**src/hdl/ffha_pkg.sv**
```systemverilog
// ----------------------------------------------------------------------------
// ffha_pkg
// shared types and constants of the first-fit heap allocator
// ----------------------------------------------------------------------------
package ffha_pkg;

    localparam int REGION_BYTES = 1024;
    localparam int HEADER_BYTES = 16;
    localparam int ADDR_W       = $clog2(REGION_BYTES);
    localparam int SIZE_W       = 11;
    localparam int LINK_W       = 11;

    // all-ones link marks the end of a list
    localparam logic [LINK_W-1:0] NULL_LINK = '1;
    localparam logic [SIZE_W-1:0] INIT_SIZE = SIZE_W'(REGION_BYTES - HEADER_BYTES);

    localparam logic [1:0] ST_OK        = 2'd0;
    localparam logic [1:0] ST_NO_FIT    = 2'd1;
    localparam logic [1:0] ST_NOT_FOUND = 2'd2;

    localparam logic ACT_ALLOC = 1'b0;
    localparam logic ACT_FREE  = 1'b1;

    typedef struct packed {
        logic [SIZE_W-1:0] size;
        logic [LINK_W-1:0] next;
    } hdr_t;

    typedef struct packed {
        logic              rd_en;
        logic [ADDR_W-1:0] rd_addr;
        logic              wr_en;
        logic [ADDR_W-1:0] wr_addr;
        hdr_t              wr_data;
    } mem_req_t;

    typedef struct packed {
        logic [1:0]        status;
        logic [ADDR_W-1:0] granted_offset;
        logic [SIZE_W-1:0] granted_size;
    } result_t;

endpackage

```
**src/hdl/ffha_ctrl.sv**
```systemverilog
// ----------------------------------------------------------------------------
// ffha_ctrl
// list walk and relink sequencer around the header store
// ----------------------------------------------------------------------------
module ffha_ctrl (
    input  logic                         aclk,
    input  logic                         aresetn,
    input  logic                         in_valid,
    output logic                         in_ready,
    input  logic                         in_action,
    input  logic [ffha_pkg::SIZE_W-1:0]  in_req,
    input  logic [ffha_pkg::ADDR_W-1:0]  in_pay,
    output ffha_pkg::mem_req_t           mem_req,
    input  ffha_pkg::hdr_t               mem_rd,
    input  logic                         res_free,
    output logic                         res_valid,
    output ffha_pkg::result_t            res
);
    import ffha_pkg::*;

    localparam logic [2:0] S_IDLE = 3'd0;
    localparam logic [2:0] S_WALK = 3'd1;
    localparam logic [2:0] S_WR1  = 3'd2;
    localparam logic [2:0] S_WR2  = 3'd3;
    localparam logic [2:0] S_WR3  = 3'd4;
    localparam logic [2:0] S_RESP = 3'd5;

    logic [2:0]        state_reg, state_next;
    logic              action_reg, action_next;
    logic [SIZE_W-1:0] req_reg, req_next;
    logic [ADDR_W-1:0] target_reg, target_next;
    logic [ADDR_W-1:0] cur_reg, cur_next;
    logic [ADDR_W-1:0] prev_reg, prev_next;
    logic              pvld_reg, pvld_next;
    logic [SIZE_W-1:0] psize_reg, psize_next;
    logic [SIZE_W-1:0] csize_reg, csize_next;
    logic [LINK_W-1:0] after_reg, after_next;
    logic              split_reg, split_next;
    logic [ADDR_W-1:0] tail_reg, tail_next;
    logic [LINK_W-1:0] fhead_reg, fhead_next;
    logic [LINK_W-1:0] uhead_reg, uhead_next;
    result_t           res_reg, res_next;

    logic              accept;
    logic              fits;
    logic [11:0]       tail_sum;
    logic [11:0]       need;
    logic [SIZE_W-1:0] excess;

    assign in_ready  = (state_reg == S_IDLE);
    assign accept    = in_valid && in_ready;
    assign res_valid = (state_reg == S_RESP) && res_free;
    assign res       = res_reg;

    assign fits     = {1'b0, mem_rd.size} >= {1'b0, req_reg};
    assign need     = {1'b0, req_reg} + 12'(HEADER_BYTES);
    assign tail_sum = {2'b0, cur_reg} + need;
    assign excess   = csize_reg - req_reg - SIZE_W'(HEADER_BYTES);

    always_comb begin
        state_next  = state_reg;
        action_next = action_reg;
        req_next    = req_reg;
        target_next = target_reg;
        cur_next    = cur_reg;
        prev_next   = prev_reg;
        pvld_next   = pvld_reg;
        psize_next  = psize_reg;
        csize_next  = csize_reg;
        after_next  = after_reg;
        split_next  = split_reg;
        tail_next   = tail_reg;
        fhead_next  = fhead_reg;
        uhead_next  = uhead_reg;
        res_next    = res_reg;
        mem_req     = '0;

        unique case (state_reg)
            S_IDLE: begin
                if (accept) begin
                    action_next = in_action;
                    req_next    = in_req;
                    target_next = in_pay - ADDR_W'(HEADER_BYTES);
                    pvld_next   = 1'b0;
                    res_next    = '0;
                    if (in_action == ACT_ALLOC) begin
                        if (fhead_reg[LINK_W-1]) begin
                            res_next.status = ST_NO_FIT;
                            state_next      = S_RESP;
                        end else begin
                            cur_next        = fhead_reg[ADDR_W-1:0];
                            mem_req.rd_en   = 1'b1;
                            mem_req.rd_addr = fhead_reg[ADDR_W-1:0];
                            state_next      = S_WALK;
                        end
                    end else if (in_pay == '0) begin
                        state_next = S_RESP;
                    end else if (in_pay < ADDR_W'(HEADER_BYTES) || uhead_reg[LINK_W-1]) begin
                        res_next.status = ST_NOT_FOUND;
                        state_next      = S_RESP;
                    end else begin
                        cur_next        = uhead_reg[ADDR_W-1:0];
                        mem_req.rd_en   = 1'b1;
                        mem_req.rd_addr = uhead_reg[ADDR_W-1:0];
                        state_next      = S_WALK;
                    end
                end
            end
            S_WALK: begin
                csize_next = mem_rd.size;
                if (action_reg == ACT_ALLOC && fits) begin
                    split_next = ({1'b0, mem_rd.size} > need) && !tail_sum[11]
                                 && !tail_sum[10];
                    tail_next  = tail_sum[ADDR_W-1:0];
                    after_next = split_next ? {1'b0, tail_sum[ADDR_W-1:0]} : mem_rd.next;
                    state_next = S_WR1;
                end else if (action_reg == ACT_FREE && cur_reg == target_reg) begin
                    after_next = mem_rd.next;
                    state_next = S_WR2;
                end else if (mem_rd.next[LINK_W-1] || mem_rd.next[ADDR_W]) begin
                    res_next.status = (action_reg == ACT_ALLOC) ? ST_NO_FIT : ST_NOT_FOUND;
                    state_next      = S_RESP;
                end else begin
                    // one link per cycle: next address comes straight from read data
                    prev_next       = cur_reg;
                    pvld_next       = 1'b1;
                    psize_next      = mem_rd.size;
                    cur_next        = mem_rd.next[ADDR_W-1:0];
                    mem_req.rd_en   = 1'b1;
                    mem_req.rd_addr = mem_rd.next[ADDR_W-1:0];
                end
            end
            S_WR1: begin
                // split tail becomes a new free block
                if (split_reg) begin
                    mem_req.wr_en        = 1'b1;
                    mem_req.wr_addr      = tail_reg;
                    mem_req.wr_data.size = excess;
                    mem_req.wr_data.next = (action_reg == ACT_ALLOC) ? mem_rd.next : after_reg;
                end
                state_next = S_WR2;
            end
            S_WR2: begin
                // unlink from current list
                if (pvld_reg) begin
                    mem_req.wr_en        = 1'b1;
                    mem_req.wr_addr      = prev_reg;
                    mem_req.wr_data.size = psize_reg;
                    mem_req.wr_data.next = after_reg;
                end else if (action_reg == ACT_ALLOC) begin
                    fhead_next = after_reg;
                end else begin
                    uhead_next = after_reg;
                end
                state_next = S_WR3;
            end
            S_WR3: begin
                // push onto head of the other list
                mem_req.wr_en   = 1'b1;
                mem_req.wr_addr = cur_reg;
                if (action_reg == ACT_ALLOC) begin
                    mem_req.wr_data.size = split_reg ? req_reg : csize_reg;
                    mem_req.wr_data.next = uhead_reg;
                    uhead_next           = {1'b0, cur_reg};
                    res_next.status         = ST_OK;
                    res_next.granted_offset = cur_reg + ADDR_W'(HEADER_BYTES);
                    res_next.granted_size   = split_reg ? req_reg : csize_reg;
                end else begin
                    mem_req.wr_data.size = csize_reg;
                    mem_req.wr_data.next = fhead_reg;
                    fhead_next           = {1'b0, cur_reg};
                end
                state_next = S_RESP;
            end
            S_RESP: begin
                if (res_free) begin
                    state_next = S_IDLE;
                end
            end
            default: begin
                state_next = S_IDLE;
            end
        endcase
    end

    always_ff @(posedge aclk) begin
        if (!aresetn) begin
            state_reg <= S_IDLE;
            fhead_reg <= '0;
            uhead_reg <= NULL_LINK;
        end else begin
            state_reg <= state_next;
            fhead_reg <= fhead_next;
            uhead_reg <= uhead_next;
        end
    end

    always_ff @(posedge aclk) begin
        action_reg <= action_next;
        req_reg    <= req_next;
        target_reg <= target_next;
        cur_reg    <= cur_next;
        prev_reg   <= prev_next;
        pvld_reg   <= pvld_next;
        psize_reg  <= psize_next;
        csize_reg  <= csize_next;
        after_reg  <= after_next;
        split_reg  <= split_next;
        tail_reg   <= tail_next;
        res_reg    <= res_next;
    end

    a_no_rd_wr_overlap: assert property (@(posedge aclk) disable iff (!aresetn)
        !(mem_req.rd_en && mem_req.wr_en))
        else $error("header store read and write in one cycle");

    a_wr_only_in_relink: assert property (@(posedge aclk) disable iff (!aresetn)
        mem_req.wr_en |-> (state_reg == S_WR1 || state_reg == S_WR2 || state_reg == S_WR3))
        else $error("header write outside relink");

    a_accept_blocks: assert property (@(posedge aclk) disable iff (!aresetn)
        accept |=> !in_ready)
        else $error("second beat taken while busy");

    a_res_after_resp: assert property (@(posedge aclk) disable iff (!aresetn)
        res_valid |=> state_reg == S_IDLE)
        else $error("result handed off without returning to idle");

endmodule
```
**config.mk**
```make
export PLATFORM = sky130hd
export DESIGN_NAME = ffha_ctrl
export DESIGN_NICKNAME = d
export VERILOG_FILES = /design/src/hdl/ffha_pkg.sv /design/src/hdl/ffha_ctrl.sv
export SDC_FILE = /design/constraint.sdc
export NUM_CORES = 1
export LEC_CHECK = 0
export ABC_AREA = 1
export BUFFER_PORTS_ARGS = -buffer_cell sky130_fd_sc_hd__buf_2
export CAP_MARGIN = 20
export CORE_ASPECT_RATIO = 0.9
export CORE_MARGIN = 3
export CORE_UTILIZATION = 32
export DETAILED_ROUTE_END_ITERATION = 10
export GPL_ROUTABILITY_DRIVEN = 1
export PLACE_DENSITY = 0.52
export SETUP_SLACK_MARGIN = 0.05
export SYNTH_ARGS = -nofsm -noshare
export SYNTH_HDL_FRONTEND = slang
export SYNTH_SLANG_ARGS = --single-unit
export TNS_END_PERCENT = 5
```
**constraint.sdc**
```tcl
create_clock -name aclk -period 2.6 [get_ports aclk]
set_input_delay 0 -clock aclk [delete_from_list [all_inputs] [get_ports aclk]]
set_output_delay 0 -clock aclk [all_outputs]
set_load 0.005 [all_outputs]
```
**Word level (Yosys, flattened, before mapping)**

Cells that the tools add are included.

- Flip-flop bits (word level): 135
- Input bits: 48
- Output and inout bits: 69
- Word-level logic and storage cells: 140

- Add/subtract/negate cells: 6
- Order comparisons: 3
- Eq/ne operators: 21
- Multiplexer cells: 62
- Bitwise gates (word level): 4
- Reductions and logical operators: 27

Operators with widths:

| kind | number |
|---|---|
| $mux W11 | 19 |
| $pmux W33 S3 | 1 |
| $mux W10 | 8 |
| $mux W33 | 2 |
| $pmux W11 S2 | 3 |
| $mux W23 | 2 |
| $pmux W21 S2 | 1 |
| $mux W3 | 9 |
| $mux W22 | 1 |
| $ne A2 B2 Y1 const B | 10 |
| $pmux W10 S2 | 1 |
| $pmux W3 S6 | 1 |
| $mux W2 | 7 |
| $add A10 B12 Y12 | 1 |
| $add A11 B5 Y12 const B | 1 |
| $gt A11 B12 Y1 | 1 |
| $reduce_and A4 Y1 | 3 |
| $ge A11 B11 Y1 | 1 |
| $sub A11 B11 Y11 | 1 |
| $sub A11 B5 Y11 const B | 1 |
| $add A10 B5 Y10 const B | 1 |
| $eq A10 B10 Y1 | 1 |
| $logic_not A10 Y1 | 1 |
| $lt A10 B5 Y1 const B | 1 |
| other kinds (22) | 45 |

**Depth between registers and ports, before layout**

- Word-level depth: 7
- Depth in mapped cells: 16
- Gate-level depth less buffers: 16

**Worst setup path before layout**

OpenSTA, ideal clock, no wires.

- Path type: reg-to-reg
- Start point: reg state_reg[1]
- End point: reg res_reg (netlist bit res[0]), enable pin
- Library setup time: 0.428 ns
- Data arrival time: 2.399 ns
- Data required time: 2.172 ns
- Setup slack: -0.227 ns
- Cell stages (with the launch flop): 6
- Buffers on the path: 0
- Clock period less this slack: 2.827 ns
- Cell sequence: dfxtp_1 nor2_2 inv_1 nor2_1 inv_1 o21ai_0

- Longest elaborated chain between the ends: 4
- Elaborated cells between the ends (all ways): 7
- Those cells by class: eq/ne (3); reduce/logical (4)

RTL lines:

| what | RTL line | text |
|---|---|---|
| start: declaration | ffha_ctrl.sv:28 | `logic [2:0] state_reg, state_next;` |
| start signal: assignment | ffha_ctrl.sv:192 | `state_reg <= state_next;` |
| $logic_not A3 Y1 (*) | ffha_ctrl.sv:50 | `assign in_ready = (state_reg == S_IDLE);` |
| named net in_ready | ffha_ctrl.sv:9 | `output logic in_ready,` |
| $logic_and A1 B1 Y1 | ffha_ctrl.sv:51 | `assign accept = in_valid && in_ready;` |
| $ne A2 B1 Y1 (no source line) | - |  |
| $reduce_and A3 Y1 (no source line) (*) | - |  |
| end signal: assignment | ffha_ctrl.sv:210 | `res_reg <= res_next;` |
| end: declaration | ffha_ctrl.sv:42 | `result_t res_reg, res_next;` |

Mark *: on every way through the listed nets, which the timed path passes. The rest lies on a longest branch.
A chain may end at the register's enable or synchronous reset.

==> results.toml <==
[status]
status = "finished with violations"
violations = "setup timing"

[floorplan]
die-area_mm2 = 0.0269
core-area_mm2 = 0.0244
rows = 54
io_pins = 117
initial_core_util_pct = 32.7
die_height_um = 156
die_w_um = 173

[setup_path]
startpoint_type = "flop"
crit_required_ns = 2.60
cp.arrival_ns = 2.65
rr_endpoint = "after_reg[2]"
reg2reg_depth = 16
worst_path_dominant_cell_family = "adder cells"
worstPathBufferInverterCount = 2
cp_max_fo = 3
reg2reg_from = "req_reg[4]"
path_cells = "inv_2 -> ha_1 -> ha_2 -> fa_2 -> a21oi_2 -> o21ai_2 -> nand2_1 -> nand2_1 -> a21oi_2 -> and2_1 -> o21ai_1 -> buf_2"
cpMaxStageDelayCell = "edfxtp_1"
cp_num_cells = 12
critPathKind = "flop to output port"
worstSetupEndpointType = "output port"
reg2reg_slack_ns = -0.04
cpPeakStageDelay_ns = 0.40

[power]
leakagePower_nw = 4.83
power.density_mw_per_mm2 = 1150
peakVddDrop_mv = 0.489

[cells_and_area]
drive_gt1_share_pct = 27.9
fin_util_pct = 44.8
largest_reg_flops = 23
regArea_mm2 = 0.00380
antenna_cells = 0
multi_input_area_mm2 = 0.00403
nets = 1246
syn2layout_area_growth_pct = 36.9
nFillCells = 2360
finalInstanceArea_mm2 = 0.0109

[min_path]
hold_depth = 2
hold_path_class = "primary input to flop"
hp-start = "mem_rd[10]"
hold_end = "after_reg[10]"

[routing]
via_count = 7414
final_antenna_net_count = 0
drt-initial-drc-count = 626
drt-total-wl_mm = 27.7
drc_errors = 0
vias_per_cell = 4.96
wl_per_cell_um = 18.5
first_pass_iters = 5

[placement]
port_buffers = 116
postPlaceCellArea_mm2 = 0.00929
gp_congestion = 0.862
hpwl_mm = 20.4

[sta]
timing.final.crit_period_ns = 2.65
clock_skew_ns = 0.0129
hold-worst-slack_ns = 0.0178
finalSetupViolations = 12
post-route-period-util_pct = 102
setup_ws_ns = -0.0473
worst-slew-pin-transition_ns = 0.639
maxSlewViolCount = 0
hold_viol = 0
relSlewSlack_pct = 57.2
max_freq_ghz = 0.378
rsz0062_at_grt = "yes"

[clock_tree]
clkSinkCount = 135
cts-htree-levels = 4
clock_path_buffers = 2
root_buffer = "clkbuf_16"
clock_latency_ns = 0.43
clk_pin_slew_ns = 0.07
cts_buffers = 17
tritoncts = "done"

[logic_synthesis]
synth.area.top_cells = "edfxtp_1 (41%), nand2_1 (11%), ha_1 (8.0%)"
async_flop_share_pct = 0
synth_top_area_cell = "edfxtp_1"
avgSynthCellArea_um2 = 8.73
syn-instance-count = 915
synthFlopType = "edfxtp_1"
yosysWarnings = 0
synth_top_area_share_pct = 41.4
synth.cell_area_mm2 = 0.00798
synth_cell_type_count = 49
ys_ff_latch = 135
syn-num-nets = 1016
synth-seq-area-share_pct = 47.6
synth_edf_count = 110

[global_routing]
grt_overflow_total = 0
grt_usage_pct = 20.3
antenna_found_initial = 0
grt_pass1_vias = 7044
grt_start_max_net_pins = 27
grt_first_pass_wirelength_mm = 41.5

[run]
maxCapViolations = 0
[repair_timing]
| action | CTS | global route |
|---|---|---|
| cloned | 0 | 2 |
| hold buffers | 46 | 0 |
| hold endpoints to repair | 71 | 0 |
| resized for setup | 34 | 64 |
| endpoints found under the setup margin | 45 | 49 |
| setup buffers | 12 | 13 |
| pin swaps | 2 | 18 |
[routing by layer]
| layer | GRT usage (%) | wire (µm) |
|---|---|---|
| met1 | 28.6 | 13000 |
| met5 | 0 | 0 |
| met2 | 32.0 | 12500 |
| met4 | 5.33 | 392 |
| met3 | 4.01 | 1790 |
[Yosys cell counts, types with 2 or more instances]
| cell | instances |
|---|---|
| nand2_2 | 3 |
| a22o_1 | 9 |
| edfxtp_1 | 110 |
| buf_1 | 2 |
| a221o_1 | 5 |
| nor2_4 | 2 |
| inv_2 | 8 |
| buf_6 | 2 |
| ha_1 | 51 |
| nor2_1 | 79 |
| o22ai_1 | 15 |
| nand3_2 | 2 |
| o21bai_1 | 2 |
| nand2_1 | 227 |
| inv_4 | 2 |
| o21ai_0 | 40 |
| nand3_1 | 59 |
| a221oi_1 | 4 |
| xor2_1 | 12 |
| o211ai_1 | 3 |
| xnor2_1 | 12 |
| o2111ai_1 | 4 |
| a31oi_1 | 16 |
| nand4_1 | 16 |
| nor2_2 | 7 |
| a211o_1 | 3 |
| nor4_1 | 2 |
| nor3_1 | 8 |
| a22oi_1 | 3 |
| o21ai_2 | 3 |
| a21oi_1 | 35 |
| inv_1 | 98 |
| nor3_2 | 2 |
| dfxtp_1 | 25 |
| clkbuf_1 | 19 |
| and2_1 | 3 |
| nand3b_1 | 2 |
| a211oi_1 | 7 |
| fa_1 | 2 |
| buf_2 | 2 |
[kinds of logic after synthesis]
| kind of cell | Yosys count | share of synthesized area [%] |
|---|---|---|
| simple gates | 417 | 22.6 |
| compound gates | 152 | 12.0 |
| flops | 135 | 47.6 |
| buf+inv | 134 | 6.63 |
| fa+ha+maj | 53 | 8.49 |
| xor+xnor | 24 | 2.63 |
[worst register-to-register path, cell delays in order (launching register included)]
cell and delay [ns]:
edfxtp_1 0.41, buf_6 0.15, nand3_2 0.11, nor2_2 0.16, nand2_2 0.08, xor2_2 0.16
inv_1 0.10, ha_4 0.29, nand2_1 0.08, nor2_2 0.11, nand3b_1 0.09, nand3_1 0.12
xnor2_2 0.09, nor2_4 0.22, nand2_4 0.11, nand2_1 0.08, nand2_1 0.04
[metrics by stage]
step | instances | total power [mW] | setup slack [ns] | setup TNS, ns
after floorplan | 915 | 7.02 | 0.122 | 0
after CTS | 1479 | 12.1 | -0.0848 | -0.154
after global routing | 1494 | 13.4 | -0.216 | -3.66
after detailed placement | 1389 | 9.38 | -0.0951 | -0.849
final | 1494 | 12.6 | -0.0473 | -0.312
after global placement | 1389 | 9.39 | 0.0365 | 0
[worst max path at each step]
| stage | start | slack [ns] | to |
|---|---|---|---|
| 3_3_place_gp | req_reg[4] | 0.04 | after_reg[10] |
| 6_report | req_reg[1] | -0.05 | mem_req[18] |
| 2_1_floorplan | req_reg[4] | 0.12 | after_reg[0] |
| 4_1_cts | req_reg[1] | -0.08 | mem_req[18] |
| 3_5_place_dp | req_reg[5] | -0.1 | after_reg[2] |
| 5_1_grt | req_reg[4] | -0.22 | after_reg[1] |
[cell type report]
type	instances	share of cell area, %
multi-input combinational	647	36.8
clock inverter	12	0.962
tap	336	3.85
clock buffer	20	4.27
sequential	135	34.8
inverter	108	3.85
timing repair buffer	236	15.4
[power by group]
group	leakage (nW)	switching, mW	internal [mW]
combinational	3.30	3.89	2.56
clock	0.285	1.04	1.33
sequential	1.24	0.441	3.31
total	4.83	5.37	7.20
[cells in the final DEF, fill, tap and decap left out, types with 4 or more instances in the layout]
cell	Yosys	final
nand4_1	16	16
inv_1	98	89
nor2_2	7	9
nor2_4	2	6
clkbuf_16	0	17
xnor2_1	12	11
nor2_1	79	73
dlygate4sd3_1	0	46
a221o_1	5	5
a22o_1	9	9
dfxtp_1	25	25
o21ai_0	40	35
o2111ai_1	4	4
a21oi_1	35	28
a211oi_1	7	7
xor2_2	0	4
nor3_1	8	7
buf_4	1	60
inv_6	0	7
ha_1	51	37
buf_6	2	10
a221oi_1	4	4
a21oi_2	0	7
edfxtp_1	110	110
ha_4	0	11
o22ai_1	15	15
a31oi_1	16	16
inv_2	8	15
o21ai_2	3	6
clkinv_4	0	5
nand3_2	2	5
nand3_1	59	54
buf_12	0	4
nand2_1	227	215
buf_2	2	116
nand2_2	3	14
xor2_1	12	8
(Power assumes the default switching activity.)
